`config.mk`:
```
export PLATFORM = sky130hd
export DESIGN_NAME = bit_field_packer_core_flat
export DESIGN_NICKNAME = d
export VERILOG_FILES = /design/src/rtl/bfp_pkg.sv /design/src/rtl/bfp_in_if.sv /design/src/rtl/bfp_out_if.sv /design/src/rtl/bfp_ctrl.sv /design/src/rtl/bfp_dpath.sv /design/src/rtl/bit_field_packer_core.sv /design/src/flat_wrapper.sv
export SDC_FILE = /design/constraint.sdc
export NUM_CORES = 1
export LEC_CHECK = 0
export BUFFER_PORTS_ARGS = -buffer_cell sky130_fd_sc_hd__buf_2
export CAP_MARGIN = 10
export CORE_UTILIZATION = 50
export CTS_CLUSTER_DIAMETER = 60
export CTS_CLUSTER_SIZE = 28
export DETAILED_ROUTE_END_ITERATION = 16
export PLACE_DENSITY = 0.72
export REMOVE_ABC_BUFFERS = 1
export SYNTH_ARGS = -nofsm -noshare
export SYNTH_HDL_FRONTEND = slang
export SYNTH_SLANG_ARGS = --single-unit
export TNS_END_PERCENT = 10
```
`constraint.sdc`:
```
create_clock -name clk -period 6.3 [get_ports clk]
set_input_delay 1.26 -clock clk [delete_from_list [all_inputs] [get_ports clk]]
set_output_delay 1.26 -clock clk [all_outputs]
set_load 0.005 [all_outputs]
```
`src/rtl/bfp_pkg.sv`:
```
// ----------------------------------------------------------------------------
// Bit field packer package
// Shared widths, controller state type and the command and status structs
// that join the controller and the datapath.
// ----------------------------------------------------------------------------
package bfp_pkg;

  // Fixed widths of the word fields.
  localparam int unsigned VALUE_W = 32;
  localparam int unsigned COUNT_W = 6;
  localparam int unsigned BYTE_W  = 8;

  // Request codes carried in req_type.
  localparam logic REQ_WRITE = 1'b0;
  localparam logic REQ_FLUSH = 1'b1;

  // Controller states.
  typedef enum logic {
    ST_IDLE,
    ST_BUSY
  } bfp_state_t;

  // Commands from the controller to the datapath.
  typedef struct packed {
    logic load;  // capture the accepted input word
    logic step;  // run one fill or flush step
  } bfp_cmd_t;

  // Status from the datapath to the controller.
  typedef struct packed {
    logic out_free;   // output register can take a byte this cycle
    logic is_flush;   // held request is a flush
    logic last_step;  // this step consumes the remaining bits
  } bfp_status_t;

endpackage

```
`src/rtl/bfp_in_if.sv`:
```
// ----------------------------------------------------------------------------
// Bit field packer input channel
// Valid/ready channel that carries one write or flush request word.
// ----------------------------------------------------------------------------
interface bfp_in_if
  import bfp_pkg::*;
();
  logic               valid;
  logic               ready;
  logic               req_type;
  logic [COUNT_W-1:0] bit_count;
  logic [VALUE_W-1:0] field_value;

  modport source (output valid, output req_type, output bit_count,
                  output field_value, input ready);
  modport sink   (input valid, input req_type, input bit_count,
                  input field_value, output ready);
endinterface

```
`src/rtl/bfp_out_if.sv`:
```
// ----------------------------------------------------------------------------
// Bit field packer output channel
// Valid/ready channel that carries one packed byte and its last flag.
// ----------------------------------------------------------------------------
interface bfp_out_if
  import bfp_pkg::*;
();
  logic              valid;
  logic              ready;
  logic [BYTE_W-1:0] out_byte;
  logic              last;

  modport source (output valid, output out_byte, output last, input ready);
  modport sink   (input valid, input out_byte, input last, output ready);
endinterface

```
`src/rtl/bfp_ctrl.sv`:
```
// ----------------------------------------------------------------------------
// Bit field packer controller
// Accepts one request word at a time and sequences the fill steps of the
// datapath until the request is fully consumed.
// ----------------------------------------------------------------------------
module bfp_ctrl
  import bfp_pkg::*;
(
  input  logic        clk,
  input  logic        rst,
  input  logic        in_valid,
  output logic        in_ready,
  input  bfp_status_t stat,
  output bfp_cmd_t    cmd
);

  bfp_state_t state;
  bfp_state_t state_next;

  // State register.
  always_ff @(posedge clk) begin
    if (rst) begin
      state <= ST_IDLE;
    end else begin
      state <= state_next;
    end
  end

  // Next state and commands.
  always_comb begin
    state_next = state;
    in_ready   = 1'b0;
    cmd        = '0;
    unique case (state)
      ST_IDLE: begin
        // No word is taken while reset is held.
        in_ready = !rst;
        if (in_valid && !rst) begin
          cmd.load   = 1'b1;
          state_next = ST_BUSY;
        end
      end
      ST_BUSY: begin
        // A step may emit a byte, so it waits for room in the output register.
        if (stat.out_free) begin
          cmd.step = 1'b1;
          if (stat.is_flush || stat.last_step) begin
            state_next = ST_IDLE;
          end
        end
      end
      default: begin
        state_next = ST_IDLE;
      end
    endcase
  end

endmodule

```
`src/rtl/bfp_dpath.sv`:
```
// ----------------------------------------------------------------------------
// Bit field packer datapath
// Holds the request, the pending byte and its one-hot fill position, fills
// up to one byte per step and drives the output register.
// ----------------------------------------------------------------------------
module bfp_dpath
  import bfp_pkg::*;
#(
  parameter int unsigned MAX_FIELD_BITS = 32
) (
  input  logic               clk,
  input  logic               rst,
  input  bfp_cmd_t           cmd,
  output bfp_status_t        stat,
  input  logic               req_type,
  input  logic [COUNT_W-1:0] bit_count,
  input  logic [VALUE_W-1:0] field_value,
  input  logic               cfg_wr_en,
  input  logic               cfg_wr_data,
  output logic               out_valid,
  input  logic               out_ready,
  output logic [BYTE_W-1:0]  out_byte,
  output logic               out_last
);

  localparam int unsigned CW = $clog2(MAX_FIELD_BITS + 1);

  // Held request and packing state.
  logic               lsb_first;
  logic               req_flush;
  logic [CW-1:0]      rem;
  logic [VALUE_W-1:0] val;
  logic [7:0]         pend;
  logic [7:0]         pos;

  // Step results.
  logic [2:0]    pos_idx;
  logic [2:0]    start;
  logic [3:0]    slots;
  logic [3:0]    take;
  logic [3:0]    end_idx;
  logic          full;
  logic [7:0]    mask;
  logic [7:0]    bits;
  logic [7:0]    bits_rev;
  logic [7:0]    fill;
  logic [7:0]    merged;
  logic [7:0]    pos_next;
  logic [CW-1:0] rem_next;
  logic          emit;

  // Position encoder for the one-hot fill position.
  always_comb begin
    pos_idx = '0;
    for (int b = 0; b < 8; b++) begin
      if (pos[b]) begin
        pos_idx = 3'(b);
      end
    end
  end

  // Free slots in the current byte and the number of bits this step takes.
  always_comb begin
    if (lsb_first) begin
      start = (pos == '0) ? 3'd0 : pos_idx;
      slots = 4'd8 - {1'b0, start};
    end else begin
      start = (pos == '0) ? 3'd7 : pos_idx;
      slots = {1'b0, start} + 4'd1;
    end
    if (rem < CW'(slots)) begin
      take = 4'(rem);
    end else begin
      take = slots;
    end
    full = (take == slots);
  end

  // Place the low bits of the value into the free slots of the byte.
  always_comb begin
    mask = 8'((9'd1 << take) - 9'd1);
    bits = val[7:0] & mask;
    for (int b = 0; b < 8; b++) begin
      bits_rev[b] = bits[7-b];
    end
    if (lsb_first) begin
      fill    = 8'(bits << start);
      end_idx = {1'b0, start} + take;
    end else begin
      fill    = bits_rev >> (3'd7 - start);
      end_idx = {1'b0, start} - take;
    end
    merged = pend | fill;
    if (take == 4'd0) begin
      pos_next = pos;
    end else if (full) begin
      pos_next = '0;
    end else begin
      pos_next = 8'(9'd1 << end_idx[2:0]);
    end
    rem_next = rem - CW'(take);
  end

  assign emit = cmd.step && (req_flush ? (pos != '0) : full);

  assign stat.out_free  = !out_valid || out_ready;
  assign stat.is_flush  = req_flush;
  assign stat.last_step = (rem_next == '0);

  // Bit order register.
  always_ff @(posedge clk) begin
    if (rst) begin
      lsb_first <= 1'b1;
    end else if (cfg_wr_en) begin
      lsb_first <= cfg_wr_data;
    end
  end

  // Request capture and per-step update of the remaining bits.
  always_ff @(posedge clk) begin
    if (cmd.load) begin
      req_flush <= (req_type == REQ_FLUSH);
      val       <= field_value;
      if (32'(bit_count) > MAX_FIELD_BITS) begin
        rem <= CW'(MAX_FIELD_BITS);
      end else begin
        rem <= CW'(bit_count);
      end
    end else if (cmd.step) begin
      val <= val >> take;
      rem <= rem_next;
    end
  end

  // Pending byte and fill position.
  always_ff @(posedge clk) begin
    if (rst) begin
      pend <= '0;
      pos  <= '0;
    end else if (cmd.step) begin
      if (req_flush) begin
        pend <= '0;
        pos  <= '0;
      end else begin
        pend <= full ? 8'd0 : merged;
        pos  <= pos_next;
      end
    end
  end

  // Output register.
  always_ff @(posedge clk) begin
    if (rst) begin
      out_valid <= 1'b0;
    end else if (emit) begin
      out_valid <= 1'b1;
    end else if (out_ready) begin
      out_valid <= 1'b0;
    end
  end

  always_ff @(posedge clk) begin
    if (emit) begin
      if (req_flush) begin
        out_byte <= pend;
        out_last <= 1'b1;
      end else begin
        out_byte <= merged;
        out_last <= (rem_next < CW'(8));
      end
    end
  end

  // The fill position is one-hot or cleared.
  a_pos_onehot: assert property (@(posedge clk) disable iff (rst)
    $onehot0(pos))
    else $error("fill position is not one-hot");

  // A flush step always leaves the packer with nothing pending.
  a_flush_clears: assert property (@(posedge clk) disable iff (rst)
    cmd.step && req_flush |=> (pos == '0) && (pend == '0))
    else $error("flush left bits pending");

  // A write step that fills the byte presents it on the output.
  a_full_emits: assert property (@(posedge clk) disable iff (rst)
    cmd.step && !req_flush && full |=> out_valid && (pos == '0))
    else $error("completed byte was not emitted");

endmodule

```
`src/rtl/bit_field_packer_core.sv`:
```
// Sequencing: a request word is captured when it is accepted in ST_IDLE; each
// byte it completes is loaded into the output register by the ST_BUSY step
// that fills it, and a step waits while the output register is full. A write
// takes one step per byte it touches, at least one (up to five for a 32-bit
// field), a flush a single step; a new word is taken only after the last step.
// Reset (rst, synchronous): bit order lsb_first, nothing pending, output empty.
// ----------------------------------------------------------------------------
// Bit field packer core
// Packs variable-width bit fields into a byte stream with a selectable fill
// order; a flush request emits the partially filled byte.
// ----------------------------------------------------------------------------
module bit_field_packer_core
  import bfp_pkg::*;
#(
  parameter int unsigned MAX_FIELD_BITS = 32
) (
  input  logic      clk,
  input  logic      rst,
  bfp_in_if.sink    in_ch,
  bfp_out_if.source out_ch,
  input  logic      cfg_wr_en,
  input  logic      cfg_wr_data
);

  bfp_cmd_t    cmd;
  bfp_status_t stat;

  // Request sequencing.
  bfp_ctrl u_ctrl (
    .clk      (clk),
    .rst      (rst),
    .in_valid (in_ch.valid),
    .in_ready (in_ch.ready),
    .stat     (stat),
    .cmd      (cmd)
  );

  // Packing datapath and output register.
  bfp_dpath #(
    .MAX_FIELD_BITS (MAX_FIELD_BITS)
  ) u_dpath (
    .clk         (clk),
    .rst         (rst),
    .cmd         (cmd),
    .stat        (stat),
    .req_type    (in_ch.req_type),
    .bit_count   (in_ch.bit_count),
    .field_value (in_ch.field_value),
    .cfg_wr_en   (cfg_wr_en),
    .cfg_wr_data (cfg_wr_data),
    .out_valid   (out_ch.valid),
    .out_ready   (out_ch.ready),
    .out_byte    (out_ch.out_byte),
    .out_last    (out_ch.last)
  );

endmodule

```
`src/flat_wrapper.sv`:
```
// flat-port wrapper written by rule: the top's interface ports become plain ports
module bit_field_packer_core_flat import bfp_pkg::*;
#(
  parameter int unsigned MAX_FIELD_BITS = 32
)
  (clk, rst, cfg_wr_en, cfg_wr_data, in_ch_valid, in_ch_req_type, in_ch_bit_count, in_ch_field_value, in_ch_ready, out_ch_valid, out_ch_out_byte, out_ch_last, out_ch_ready);
  bfp_in_if in_ch_i ();
  bfp_out_if out_ch_i ();
  input  logic clk;
  input  logic rst;
  input  logic cfg_wr_en;
  input  logic cfg_wr_data;
  input wire logic [$bits(in_ch_i.valid)-1:0] in_ch_valid;
  input wire logic [$bits(in_ch_i.req_type)-1:0] in_ch_req_type;
  input wire logic [$bits(in_ch_i.bit_count)-1:0] in_ch_bit_count;
  input wire logic [$bits(in_ch_i.field_value)-1:0] in_ch_field_value;
  output wire logic [$bits(in_ch_i.ready)-1:0] in_ch_ready;
  output wire logic [$bits(out_ch_i.valid)-1:0] out_ch_valid;
  output wire logic [$bits(out_ch_i.out_byte)-1:0] out_ch_out_byte;
  output wire logic [$bits(out_ch_i.last)-1:0] out_ch_last;
  input wire logic [$bits(out_ch_i.ready)-1:0] out_ch_ready;
  assign in_ch_i.valid = in_ch_valid;
  assign in_ch_i.req_type = in_ch_req_type;
  assign in_ch_i.bit_count = in_ch_bit_count;
  assign in_ch_i.field_value = in_ch_field_value;
  assign in_ch_ready = in_ch_i.ready;
  assign out_ch_valid = out_ch_i.valid;
  assign out_ch_out_byte = out_ch_i.out_byte;
  assign out_ch_last = out_ch_i.last;
  assign out_ch_i.ready = out_ch_ready;
  bit_field_packer_core #(.MAX_FIELD_BITS(MAX_FIELD_BITS)) u_core (.clk(clk), .rst(rst), .in_ch(in_ch_i), .out_ch(out_ch_i), .cfg_wr_en(cfg_wr_en), .cfg_wr_data(cfg_wr_data));
endmodule
```
==> results.sh, run 1 <==
export IMPL_outcome="complete, no violations"
export IMPL_start_util_pct=51.5
export IMPL_drt_iter0_markers=459
export IMPL_worstPathArrival_ps=6080
export IMPL_first_global_vias=5067
export IMPL_yosysUniqueCellTypes=80
export IMPL_start_kind="flop"
export IMPL_hold_violations=0
export IMPL_rows=38
export IMPL_hold_path_class="reg -> reg"
export IMPL_synth_seq_cells=67
export IMPL_gp_congestion=0.940
export IMPL_numPlacedInstances=803
export IMPL_drive_above_1_share_pct=21.4
export IMPL_viasPerCell=6.27
export IMPL_drt_wl_total_um=15500
export IMPL_dp_hpwl_um=11900
export IMPL_drt_wirelength_per_cell_um=18.9
export IMPL_criticalPathCategory="reg -> reg"
export IMPL_synth_edf_count=48
export IMPL_synth_area_mux_share_pct=16.8
export IMPL_final_antenna_net_count=0
export IMPL_synth_xor_area_share_pct=1.88
export IMPL_cts_sinks=67
export IMPL_crit_path_max_fanout=12
export IMPL_grt_util_all_layers_pct=28.5
export IMPL_period_minus_slack_ps=5800
export IMPL_post_synth_and_or_nand_nor_area_fraction_pct=16.4
export IMPL_rsz0062_at_grt="false"
export IMPL_path_clk_slew_ps=80
export IMPL_root_buffer="clkbuf_8"
export IMPL_clk_latency_ps=360
export IMPL_cts_buffer_depth=2
export IMPL_vias=5139
export IMPL_grt_max_degree=39
export IMPL_finalCritPeriodShare_pct=92.1
export IMPL_setup_viol=0
export IMPL_final_cell_area_um2=6240
export IMPL_skew_ps=9.10
export IMPL_tightestPinTransition_ps=1140
export IMPL_synth_adder_area_share_pct=3.26
export IMPL_core_um2=10900
export IMPL_synth_top_family_by_area="compound AO/OA/AOI/OAI gates"
export IMPL_clock_fmax_ghz=0.172
export IMPL_io_buffer_count=55
export IMPL_dpl_instance_area_um2=6060
export IMPL_fin_cells=819
export IMPL_n_antenna_cell=0
export IMPL_cp_required_ps=6570
export IMPL_drc=0
export IMPL_ys_warn_count=0
export IMPL_antenna_found_initial=0
export IMPL_cts_tree="built"
export IMPL_drtPass1Iterations=5
export IMPL_ys_flop_type="edfxtp_1"
export IMPL_fin_nets=733
export IMPL_syn_inst=619
export IMPL_dieArea_um2=11600
export IMPL_maxSlewViolCount=0
export IMPL_numCtsBuffers=9
export IMPL_crit_path_end_kind="flop"
export IMPL_syn2layout_area_growth_pct=11.4
export IMPL_slew_headroom_pct=23.2
export IMPL_synthArstFlopShare_pct=0
export IMPL_cts_resized=0
export IMPL_grt_overflow=0
export IMPL_cts_max_level=3
export IMPL_syn_avg_cell_area_um2=9.05
export IMPL_grt_pass1_wl_um=25600
export IMPL_cap_violations=0
export IMPL_synth_compound_area_share_pct=23.8
export IMPL_seq_area_frac_synth_pct=32.5
export IMPL_hold_buffers=0
export IMPL_die_w_um=108
export IMPL_die_y_um=108
export IMPL_pin_count=56
export IMPL_cts_setup_buffers=0
export IMPL_synth_area_um2=5600
==> metrics by stage <==
stage | utilization, % | setup TNS [ps] | setup slack (ps) | hold slack, ps
after floorplan | - | -17080 | -712 | 419
after global placement | 55.7 | 0 | 740 | 434
after detailed placement | 55.7 | 0 | 633 | 443
after CTS | 57.3 | 0 | 592 | 460
after global routing | 57.3 | 0 | 104 | 488
final | 57.3 | 0 | 496 | 458
==> cells by family (layout without fill, tap and decap cells) <==
group / Yosys count / after routing
XOR/XNOR: 12 / 12
adder cells (fa/ha/maj): 14 / 14
multiplexers: 90 / 90
AND/OR/NAND/NOR: 197 / 197
AO/OA/AOI/OAI: 174 / 174
flip-flops: 67 / 67
buffers and inverters: 65 / 125
==> synth_stat cells, types with 3 or more instances <==
library cell  instances  area (µm²)
a211oi_1             12        90.1
a21o_1                5        37.5
a21oi_1              20         100
a221oi_1              5        43.8
a222oi_1              3        30.0
a22o_1                5        43.8
a22oi_1               4        30.0
a311oi_2              3        45.0
a31oi_1               8        50.1
a32oi_1               8        70.1
and2_1                4        25.0
and3_1                4        25.0
buf_2                12        60.1
buf_6                 4        45.0
clkbuf_1             13        48.8
dfxtp_1              19         380
edfxtp_1             48        1440
ha_1                 13         163
inv_1                29         109
mux2_2               23         259
mux2i_1              64         641
nand2_1              38         143
nand2b_1              6        37.5
nand3_1              14        70.1
nand3b_1              5        37.5
nor2_1               85         319
nor2b_1               5        31.3
nor3_1               17        85.1
nor4_1                4        25.0
o211ai_1             15         113
o21a_1                6        45.0
o21ai_0              27         135
o22ai_1              14        87.6
o31ai_1               4        30.0
or2_2                 6        37.5
xnor2_1              10        87.6
==> layout by cell type, fill, tap and decap left out, types with 20 or more instances in the layout <==
cell and n:
nor2_1 85, mux2i_1 64, buf_2 55, edfxtp_1 48, nand2_1 38, inv_1 29
o21ai_0 27, mux2_2 23, buf_4 22, a21oi_1 20
==> per-layer routing <==
layer	wire, µm	share of wire, %	vias up	track usage (%)
li1	-	-	2464	-
met1	6820	44	2405	36.9
met2	7320	47	232	47.0
met3	862	5.6	38	3.87
met4	453	2.9	0	12.9
met5	0	0	-	0
==> flip-flops by register name (all words and copies together) (netlist names) <==
name                      count
u_core.u_dpath.val           32
u_core.u_dpath.out_byte       8
u_core.u_dpath.pend           8
u_core.u_dpath.pos            8
u_core.u_dpath.rem            6
u_core.u_ctrl.state           1
u_core.u_dpath.lsb_first      1
u_core.u_dpath.out_last       1
u_core.u_dpath.out_valid      1
u_core.u_dpath.req_flush      1
==> cell type report <==
| cell class | instances | area (µm²) |
|---|---|---|
| multi-input combinational | 487 | 3500 |
| fill | 982 | 4650 |
| timing repair buffer | 77 | 440 |
| tap | 140 | 175 |
| clock buffer | 12 | 135 |
| clock inverter | 4 | 43.8 |
| sequential | 67 | 1820 |
| inverter | 32 | 121 |
==> worst max-delay path: stages (launching register included) <==
cell       delay [ps]
dfxtp_1           310
nor2_1            370
o31ai_1           150
buf_4             190
inv_1             140
nand2_1           120
ha_1              280
mux2_2            290
inv_1             200
ha_1              180
inv_1              80
a2111oi_0         340
a211o_1           300
o21a_4            290
mux2i_4           400
ha_1              230
nand2_1            60
ha_1              280
nand2b_1          190
o21ai_0           530
a21oi_1           180
a311oi_2          290
a221oi_2          100
a211oi_1          200
==> worst paths after layout <==
check                                       startpoint                     end  slack (ps)  depth (start not counted)
worst max-delay path             u_core.u_dpath.pos[6]  u_core.u_dpath.pend[2]         500                         23
worst min-delay path            u_core.u_dpath.pend[1]  u_core.u_dpath.pend[1]         460                          2
worst max register to register   u_core.u_dpath.pos[6]  u_core.u_dpath.pend[2]         500                         23
worst min register to register  u_core.u_dpath.pend[1]  u_core.u_dpath.pend[1]         460                          2
Power of run 1 is not shown: default switching activity piles up to over one toggle a cycle in this logic, so the estimate is an artifact.
==> inputs of run 2 (changes only) <==
SYNTH_HIERARCHICAL = 1   (was not set)
==> run 2 against run 1 <==
  * Synthesized area is 1.4% higher
  * Clock skew hardly changed
  * Routed wire length up 3.6%
  * Sequential share of layout area fell by 0.51 points
  * Non-clock buffer count shrank 6
  * Critical path depth decreased by 2
  * Final cell count up 0.73%
  * First-iteration DRC count decreased by 18%
  * Setup slack worse by 160 ps
  * Via count is 1.3% higher
  * Utilization up 0.77 points
  * Die area is 1.3% higher
==> results.sh, run 2 <==
export IMPL_seqCellArea_um2=1820
export IMPL_setup_tns_ps=0
export IMPL_core_um2=10900
export IMPL_multi_input_area_um2=3570
export IMPL_drc=0
export IMPL_drt_wl_total_um=16000
export IMPL_start_kind="flop"
export IMPL_synth_area_leaders="edfxtp_1 25%, mux2i_1 12%, dfxtp_1 6.7%, nand2_1 4.7%, mux2_2 4.6%"
export IMPL_power_density_nw_per_um2=538
export IMPL_setup_viol=0
export IMPL_finalCritPeriodShare_pct=94.7
export IMPL_cts_max_level=3
export IMPL_gp_congestion=0.932
export IMPL_endpoint="u_core/u_dpath/out_byte[7]"
export IMPL_crit_path_end_kind="flop"
export IMPL_synth_seq_cells=67
export IMPL_syn_inst=638
export IMPL_cts_buffer_depth=2
export IMPL_cap_violations=0
export IMPL_start_util_pct=51.9
export IMPL_synth_top_cell_by_area="edfxtp_1"
export IMPL_tightestPinTransition_ps=914
export IMPL_hold_violations=0
export IMPL_io_buffer_count=55
export IMPL_synth_most_common_cell="nand2_1"
export IMPL_fin_hold_ws_ps=512
export IMPL_yosysUniqueCellTypes=84
export IMPL_drt_iter0_markers=377
export IMPL_outcome="complete, no violations"
export IMPL_fin_cells=825
export IMPL_criticalPathCategory="reg -> reg"
export IMPL_root_buffer="clkbuf_16"
export IMPL_pin_count=56
export IMPL_period_minus_slack_ps=5970
export IMPL_synthArstFlopShare_pct=0
export IMPL_antenna_found_initial=0
export IMPL_rrSetupSlack_ps=330
export IMPL_numPlacedInstances=806
export IMPL_syn2layout_area_growth_pct=11.9
export IMPL_die_w_um=109
export IMPL_n_antenna_cell=0
export IMPL_worstPathArrival_ps=6050
export IMPL_layout_commonest_cell="nand2_1"
export IMPL_synth_area_um2=5680
export IMPL_fin_nets=737
export IMPL_p_leak_nw=2.75
export IMPL_clock_fmax_ghz=0.168
export IMPL_cts_tree="built"
export IMPL_first_global_vias=5057
export IMPL_viasPerCell=6.31
export IMPL_dieArea_um2=11800
export IMPL_cp_required_ps=6380
export IMPL_synth_commonest_cells="71 x nand2_1, 69 x mux2i_1, 55 x nor2_1"
export IMPL_cts_sinks=67
export IMPL_drt_wirelength_per_cell_um=19.4
export IMPL_cp_startpoint="u_core/u_dpath/pos[6]"
export IMPL_synth_edf_count=48
export IMPL_drtPass1Iterations=5
export IMPL_r2r_end="u_core/u_dpath/out_byte[7]"
export IMPL_largest_reg_flops=32
export IMPL_layout_common_cells="71 x nand2_1, 67 x mux2i_1, 55 x buf_2"
export IMPL_r2r_cells=21
export IMPL_crit_path_max_fanout=9
export IMPL_grt_pass1_wl_um=25900
export IMPL_dp_hpwl_um=11700
export IMPL_timing_rr_start="u_core/u_dpath/pos[6]"
export IMPL_largest_register="u_core/u_dpath/val"
export IMPL_grt_overflow=0
export IMPL_ys_warn_count=6
export IMPL_numCtsBuffers=9
export IMPL_path_clk_slew_ps=50
export IMPL_seq_area_frac_synth_pct=32.1
export IMPL_hold_path_class="reg -> reg"
export IMPL_rows=38
export IMPL_grt_max_degree=44
export IMPL_vdd_drop_max_v=0.000336
export IMPL_final_antenna_net_count=0
export IMPL_grt_util_all_layers_pct=28.9
export IMPL_synthDominantCellAreaShare_pct=25.4
export IMPL_slew_headroom_pct=39.1
export IMPL_die_y_um=109
export IMPL_drive_above_1_share_pct=21.0
export IMPL_syn_avg_cell_area_um2=8.90
export IMPL_nFillCells=1024
export IMPL_ys_flop_type="edfxtp_1"
export IMPL_skew_ps=9.41
export IMPL_maxSlewViolCount=0
export IMPL_clk_latency_ps=350
export IMPL_vias=5208
-- run 2: through the flow --
stage | cell area, µm² | utilization (%) | worst slack (ps) | power (mW)
2_1_floorplan | 5470 | - | 233 | 2.33
3_5_place_dp | 6020 | 55.1 | 53.2 | 2.86
3_3_place_gp | 6020 | 55.1 | 366 | 2.80
5_1_grt | 6350 | 58.1 | -18.9 | 3.65
4_1_cts | 6310 | 57.7 | 62.0 | 3.38
6_report | 6350 | 58.1 | 332 | 3.42
-- run 2: final cells by class --
type,count,area share [%]
clock buffers,10,3.60
repair buffers,71,6.22
well taps,140,2.76
flip-flops and latches,67,28.7
inverters,28,1.65
clock inverters,6,0.886
multi-input cells,503,56.2
-- run 2: what timing repair did --
action | CTS | global route
setup buffers | 0 | 3
hold buffers | 0 | 0
gates resized for setup | 0 | 6
setup endpoints to repair | 0 | 44
-- run 2: routing by layer --
metal	global-route usage, %	part of all wire, %	up-vias
li1	-	-	2480
met1	34.6	43	2456
met2	48.6	49	217
met3	5.73	4.8	55
met4	15.3	3.8	0
met5	0	0	-
-- run 2: worst min-delay path by stage --
stage	start	endpoint	slack (ps)	depth (start not counted)
3_5_place_dp	u_core/u_dpath/pend[1]	u_core/u_dpath/pend[1]	500	1
3_3_place_gp	u_core/u_dpath/pos[2]	u_core/u_dpath/pos[2]	480	2
2_1_floorplan	u_core/u_dpath/pos[2]	u_core/u_dpath/pos[2]	460	2
4_1_cts	u_core/u_dpath/pos[2]	u_core/u_dpath/pos[2]	500	2
5_1_grt	u_core/u_dpath/pend[5]	u_core/u_dpath/pend[5]	540	2
6_report	u_core/u_dpath/pend[1]	u_core/u_dpath/pend[1]	510	1
-- run 2: worst max-delay path, cell delays in order (launching register included) --
cell and delay (ps):
dfxtp_1 560, nor2b_1 120, or2_1 320, nor2_1 180, o21ai_0 210, ha_1 260, nor2b_1 160, a221oi_4 390
inv_2 110, ha_1 330, and4_1 250, nand3_1 160, o21a_2 300, mux2i_2 230, or3_1 500, ha_1 290
nor2b_1 150, o2111a_1 140, o221ai_1 380, o21ai_0 180, a311oi_1 400, nor3_1 90
-- run 2: cells by family (layout without fill, tap and decap cells) --
family                   count (synthesis)  count (layout)  share of synthesized area, %
AND/OR/NAND/NOR                        220             220                          19.4
AO/OA/AOI/OAI                          163             163                          20.6
multiplexers                            94              94                          17.5
buffers and inverters                   68             115                          5.53
flip-flops                              67              67                          32.1
XOR/XNOR                                14              14                          2.16
adder cells (fa/ha/maj)                 12              12                          2.78
-- run 2: report_power, final --
group | switching (mW) | internal, mW
registers | 0.119 | 0.684
logic | 1.24 | 0.886
clock network | 0.192 | 0.303
Note: power is estimated with default switching activity, not from simulation.
